**config.mk**
```make
export PLATFORM = sky130hd
export DESIGN_NAME = bpt_ctrl
export DESIGN_NICKNAME = d
export VERILOG_FILES = /design/src/hw/rtl/bpt_pkg.sv /design/src/hw/rtl/bpt_ctrl.sv
export VERILOG_INCLUDE_DIRS = /design/src /design/src/hw/rtl
export SDC_FILE = /design/constraint.sdc
export NUM_CORES = 1
export LEC_CHECK = 0
export BUFFER_PORTS_ARGS = -buffer_cell sky130_fd_sc_hd__buf_4
export CORE_MARGIN = 5
export CORE_UTILIZATION = 57
export CTS_CLUSTER_SIZE = 40
export DETAILED_ROUTE_END_ITERATION = 10
export GPL_ROUTABILITY_DRIVEN = 0
export GPL_TIMING_DRIVEN = 1
export PLACE_DENSITY = 0.86
export SYNTH_ARGS = -nofsm -noshare
export SYNTH_HDL_FRONTEND = slang
export SYNTH_SLANG_ARGS = --single-unit
```
**constraint.sdc**
```tcl
create_clock -name clk -period 2.7 [get_ports clk]
set_clock_uncertainty 0.1 [all_clocks]
set_input_delay 0.135 -clock clk [delete_from_list [all_inputs] [get_ports clk]]
set_output_delay 0.135 -clock clk [all_outputs]
set_load 0.02 [all_outputs]
```
**src/hw/rtl/bezier_pan_trajectory_defines.svh**
```systemverilog
// Assertion macros shared by the bezier pan trajectory RTL.
`ifndef BEZIER_PAN_TRAJECTORY_DEFINES_SVH
`define BEZIER_PAN_TRAJECTORY_DEFINES_SVH

// Same-cycle implication, checked on clk and disabled during rst.
`define BPT_ASSERT_IMP(lbl, ant, con) \
  lbl: assert property (@(posedge clk) disable iff (rst) (ant) |-> (con)) \
    else $error("bpt assertion failed");

// Next-cycle implication, checked on clk and disabled during rst.
`define BPT_ASSERT_NXT(lbl, ant, con) \
  lbl: assert property (@(posedge clk) disable iff (rst) (ant) |=> (con)) \
    else $error("bpt assertion failed");

`endif

```
**src/hw/rtl/bpt_pkg.sv**
```systemverilog
// Shared types and constants of the bezier pan trajectory block.
package bpt_pkg;

  localparam int unsigned EdgeOffsetDefault = 0;
  localparam logic [27:0] CntMax = 28'hFFFFFFF;

  // Configuration register indexes.
  localparam logic [2:0] REG_TARGET_X = 3'd0;
  localparam logic [2:0] REG_TARGET_Y = 3'd1;
  localparam logic [2:0] REG_SPEED    = 3'd2;
  localparam logic [2:0] REG_NEAR     = 3'd3;
  localparam logic [2:0] REG_FAR      = 3'd4;

  // Datapath operations issued by the controller.
  typedef enum logic [4:0] {
    OP_NONE, OP_LOAD, OP_ABS, OP_SQA, OP_SQB, OP_SQSUM, OP_ROOT_STEP,
    OP_ROOT2_INIT, OP_DUR, OP_COUNT, OP_DIV_INIT, OP_DIV_STEP,
    OP_M_DE, OP_M_W1, OP_M_W2, OP_M_DD, OP_M_W3, OP_M_T1, OP_M_T2,
    OP_F, OP_M_X, OP_M_Y, OP_Y_FIN, OP_PIN, OP_EMIT
  } dp_op_t;

  typedef struct packed {
    dp_op_t op;
  } dp_cmd_t;

  typedef struct packed {
    logic need_latch;
    logic go;
  } dp_stat_t;

endpackage

```
**src/hw/rtl/bpt_ctrl.sv**
```systemverilog
// Controller: sequences the datapath operations for one tick and owns the handshakes.
`include "bezier_pan_trajectory_defines.svh"

module bpt_ctrl import bpt_pkg::*; (
  input  logic     clk,
  input  logic     rst,
  input  logic     in_valid,
  output logic     in_ready,
  output logic     out_valid,
  input  logic     out_ready,
  input  dp_stat_t stat,
  output dp_cmd_t  cmd
);

  typedef enum logic [3:0] {
    ST_IDLE, ST_CHECK, ST_ABS, ST_SQA, ST_SQB, ST_SQSUM, ST_ROOT1, ST_ROOT2I,
    ST_ROOT2, ST_DUR, ST_COUNT, ST_DECIDE, ST_DIVI, ST_DIV, ST_MUL, ST_EMIT
  } state_t;

  state_t     state;
  logic [4:0] step;
  logic       emit_ok;

  assign in_ready = (state == ST_IDLE);
  assign emit_ok  = ~out_valid | out_ready;

  // Operation decode from state and step.
  always_comb begin
    cmd.op = OP_NONE;
    unique case (state)
      ST_IDLE:   cmd.op = in_valid ? OP_LOAD : OP_NONE;
      ST_ABS:    cmd.op = OP_ABS;
      ST_SQA:    cmd.op = OP_SQA;
      ST_SQB:    cmd.op = OP_SQB;
      ST_SQSUM:  cmd.op = OP_SQSUM;
      ST_ROOT1:  cmd.op = OP_ROOT_STEP;
      ST_ROOT2:  cmd.op = OP_ROOT_STEP;
      ST_ROOT2I: cmd.op = OP_ROOT2_INIT;
      ST_DUR:    cmd.op = OP_DUR;
      ST_COUNT:  cmd.op = OP_COUNT;
      ST_DECIDE: cmd.op = stat.go ? OP_NONE : OP_PIN;
      ST_DIVI:   cmd.op = OP_DIV_INIT;
      ST_DIV:    cmd.op = OP_DIV_STEP;
      ST_MUL: begin
        unique case (step)
          5'd0:    cmd.op = OP_M_DE;
          5'd1:    cmd.op = OP_M_W1;
          5'd2:    cmd.op = OP_M_W2;
          5'd3:    cmd.op = OP_M_DD;
          5'd4:    cmd.op = OP_M_W3;
          5'd5:    cmd.op = OP_M_T1;
          5'd6:    cmd.op = OP_M_T2;
          5'd7:    cmd.op = OP_F;
          5'd8:    cmd.op = OP_M_X;
          5'd9:    cmd.op = OP_M_Y;
          5'd10:   cmd.op = OP_Y_FIN;
          default: cmd.op = OP_NONE;
        endcase
      end
      ST_EMIT:   cmd.op = emit_ok ? OP_EMIT : OP_NONE;
      default:   cmd.op = OP_NONE;
    endcase
  end

  // State, step counter and output valid.
  always_ff @(posedge clk) begin
    if (rst) begin
      state     <= ST_IDLE;
      step      <= '0;
      out_valid <= 1'b0;
    end else begin
      if (state == ST_EMIT && emit_ok) begin
        out_valid <= 1'b1;
      end else if (out_ready) begin
        out_valid <= 1'b0;
      end
      unique case (state)
        ST_IDLE:   if (in_valid) begin
          state <= ST_CHECK;
        end
        ST_CHECK:  state <= stat.need_latch ? ST_ABS : ST_COUNT;
        ST_ABS:    state <= ST_SQA;
        ST_SQA:    state <= ST_SQB;
        ST_SQB:    state <= ST_SQSUM;
        ST_SQSUM:  begin
          state <= ST_ROOT1;
          step  <= '0;
        end
        ST_ROOT1:  begin
          step <= step + 5'd1;
          if (step == 5'd31) begin
            state <= ST_ROOT2I;
          end
        end
        ST_ROOT2I: begin
          state <= ST_ROOT2;
          step  <= '0;
        end
        ST_ROOT2:  begin
          step <= step + 5'd1;
          if (step == 5'd31) begin
            state <= ST_DUR;
          end
        end
        ST_DUR:    state <= ST_COUNT;
        ST_COUNT:  state <= ST_DECIDE;
        ST_DECIDE: begin
          state <= stat.go ? ST_DIVI : ST_EMIT;
        end
        ST_DIVI:   begin
          state <= ST_DIV;
          step  <= '0;
        end
        ST_DIV:    begin
          step <= step + 5'd1;
          if (step == 5'd15) begin
            state <= ST_MUL;
            step  <= '0;
          end
        end
        ST_MUL:    begin
          step <= step + 5'd1;
          if (step == 5'd10) begin
            state <= ST_EMIT;
          end
        end
        ST_EMIT:   if (emit_ok) begin
          state <= ST_IDLE;
        end
        default:   state <= ST_IDLE;
      endcase
    end
  end

  `BPT_ASSERT_NXT(a_accept_leaves_idle, in_valid && in_ready, state == ST_CHECK)
  `BPT_ASSERT_IMP(a_div_step_range, state == ST_DIV, step < 5'd16)
  `BPT_ASSERT_NXT(a_emit_waits, state == ST_EMIT && !emit_ok, state == ST_EMIT)

endmodule

```
==> run_results.csv <==
group,metric,value,unit
grt,globalRouteOverflowTotal,0,
synthesis,synth-seq-area-share,0.261,
placement,placed_cells,180,
timing,slew_headroom,0.589,
pwr,power_frac_clock,0.148,
die,rows,16,
pwr,p_switching,365,uW
setup_path,r2r-start,"step[0]",
cts,cts_tree,"built",
synthesis,synth_edf_count,0,
synthesis,synth_fp_nets,158,
pwr,ir_drop,0.397,mV
min_path,hold_class,"in -> reg",
grt,grt_max_degree,22,
outcome,status,"completed",
die,ios,13,
die,die_area,3020,um^2
cells_and_area,drive_above_1_share,0.171,
routing,postRouteWirelength,2.75,mm
setup_path,worstSetupStartpoint,"state[2]",
pwr,p_seq_frac,0.378,
setup_path,worst-setup-path-type,"reg -> out",
placement,portBuffers,12,
setup_path,cp_max_fo,21,
cts,clk_latency,0.28,ns
cts,cts_sinks,15,
cells_and_area,final_cell_mix,"nand2_1, nor2_1, dfxtp_1, buf_4",
setup_path,start_kind,"register",
cells_and_area,fillers,172,
timing,finalCritPeriodShare,0.842,
timing,min_period,2.27,ns
cts,cts_made_buffers,3,
timing,max_freq,0.440,GHz
routing,vias_per_cell,6.12,
setup_path,rr_worst_depth,8,
pwr,comb_power_share,0.474,
cells_and_area,layout.nets,170,
grt,antenna_found_initial,0,
cells_and_area,instances_no_fill,185,
timing,worst_pin_slew,0.616,ns
synthesis,synth.avg_cell_area,7.84,um^2
pwr,p_int,475,uW
routing,drc,0,
timing,setup_viol,0,
timing,rsz0062_at_grt,"false",
min_path,worstHoldStart,"out_ready",
die,core,1940,um^2
pwr,power_density,663,nW/um^2
timing,slew_viol_final,0,
cts,clkTransAtPathRegs,0.08,ns
cts,root_buffer,"clkbuf_4",
pwr,switching_share,0.435,
cells_and_area,layout_commonest_cell,"nand2_1",
routing,drt_iter0_drc,45,
timing,hold_viol_final,0,
cells_and_area,syn_to_final_growth,10.1,%
job,cap_violations,0,
grt,grt_pass1_wl,4.40,mm
routing,via_count,1133,
synthesis,synth_warnings,0,
routing,routedWlPerCell,14.9,um
cts,h-tree-depth,1,
cells_and_area,regArea,302,um^2
setup_path,required,2.47,ns
die,initial_core_util,0.593,
synthesis,synth_cells,147,
synthesis,synth_flop_cell,"dfxtp_1",
cells_and_area,multi_input_area,754,um^2
cells_and_area,fin_area,1270,um^2
synthesis,synth.ff_latch_count,15,
setup_path,cp_data_arrival_time,2.04,ns
placement,dp_hpwl,2.06,mm
min_path,hold_depth,3,
synthesis,postSynth.asyncResetShare,0,
grt,grt_pass1_vias,1017,
grt,gr-usage-all-layers,0.205,
routing,antenna_left,0,
die,die_w,55.0,um
cts,cts_buffer_depth,2,
cts,postCtsSetupBuffers,0,
setup_path,cp-end-kind,"output port",
placement,placed_cell_area,1230,um^2
timing,setup_tns,0,ns
pwr,p_leak,0.000511,uW
cells_and_area,n_antenna_cell,0,
routing,drt-pass1-iter-count,4,
die,fp.dieH,55.0,um
synthesis,synth_area,1150,um^2
synthesis,synth_cell_types,50,
## layout make-up
type                            instances  share of cell area
Multi-Input combinational cell        114               0.595
Sequential cell                        15               0.238
Timing Repair Buffer                   15              0.0907
Inverter                               10              0.0296
Tap cell                               27              0.0266
Clock buffer                            4              0.0207
## critical path, cell delays in order (launching register included)
cell and delay [ns]:
dfxtp_2 0.55, clkinv_1 0.36, nor4_2 0.47, a22oi_1 0.15, nand2_1 0.10, buf_4 0.13
## routing by layer
layer	share of wire	global-route usage	vias to the layer above	routed length [um]
met1	0.43	0.236	522	1180
met4	0.024	0.142	0	66
met2	0.49	0.343	40	1340
met3	0.062	0.0349	7	171
met5	0	0	-	0
li1	-	-	564	-
## power groups by stage
stage | Combinational (uW) | Sequential (uW) | Clock [uW]
after detailed placement | 391 | 320 | 0
after CTS | 394 | 314 | 130
final | 399 | 318 | 124
after global routing | 438 | 324 | 137
after floorplan | 339 | 269 | 0
after global placement | 390 | 317 | 0
## cell usage after synthesis, types with 3 or more instances
library cell | count | share of area
a211oi_1 | 4 | 0.026
nor2_1 | 15 | 0.049
ha_1 | 5 | 0.054
clkbuf_1 | 3 | 0.0098
a31oi_1 | 6 | 0.033
nor2b_1 | 3 | 0.016
o21ai_0 | 9 | 0.039
inv_1 | 9 | 0.029
a21oi_1 | 8 | 0.035
nand3_1 | 3 | 0.013
o211ai_1 | 5 | 0.033
nand2b_1 | 3 | 0.016
dfxtp_1 | 15 | 0.26
nand2_1 | 16 | 0.052
## repair_timing
item                                    CTS  global route
hold buffers                              1             0
resized for setup                         0             1
endpoints found under the setup margin    0             2
endpoints found under the hold margin     3             0
## metrics by stage
step,total power (uW),utilization,hold slack [ns],setup WS [ns]
global placement,707,0.634,0.282,0.531
detailed placement,711,0.634,0.276,0.479
global route,899,0.653,0.135,0.289
CTS,838,0.653,0.134,0.153
finish,841,0.653,0.144,0.427
floorplan,608,-,0.107,0.811
## logic make-up (layout without fill, tap and decap cells)
kind of cell | after synthesis | count (layout) | share of synthesized area
and+or+nand+nor | 54 | 54 | 0.251
AOI/OAI and AO/OA | 53 | 53 | 0.328
buffers and inverters | 18 | 29 | 0.0847
DFF | 15 | 15 | 0.261
adders and majority gates | 5 | 5 | 0.0543
xor gates and xnor gates | 2 | 2 | 0.0217
## path summary, 6_finish.rpt
check                            endpoint  slack, ns
worst max-delay path               cmd[1]       0.43
worst min-delay path            out_valid       0.14
worst max register to register   register       0.53
worst min register to register    step[4]       0.53
Power figures use the tool's default switching activity.
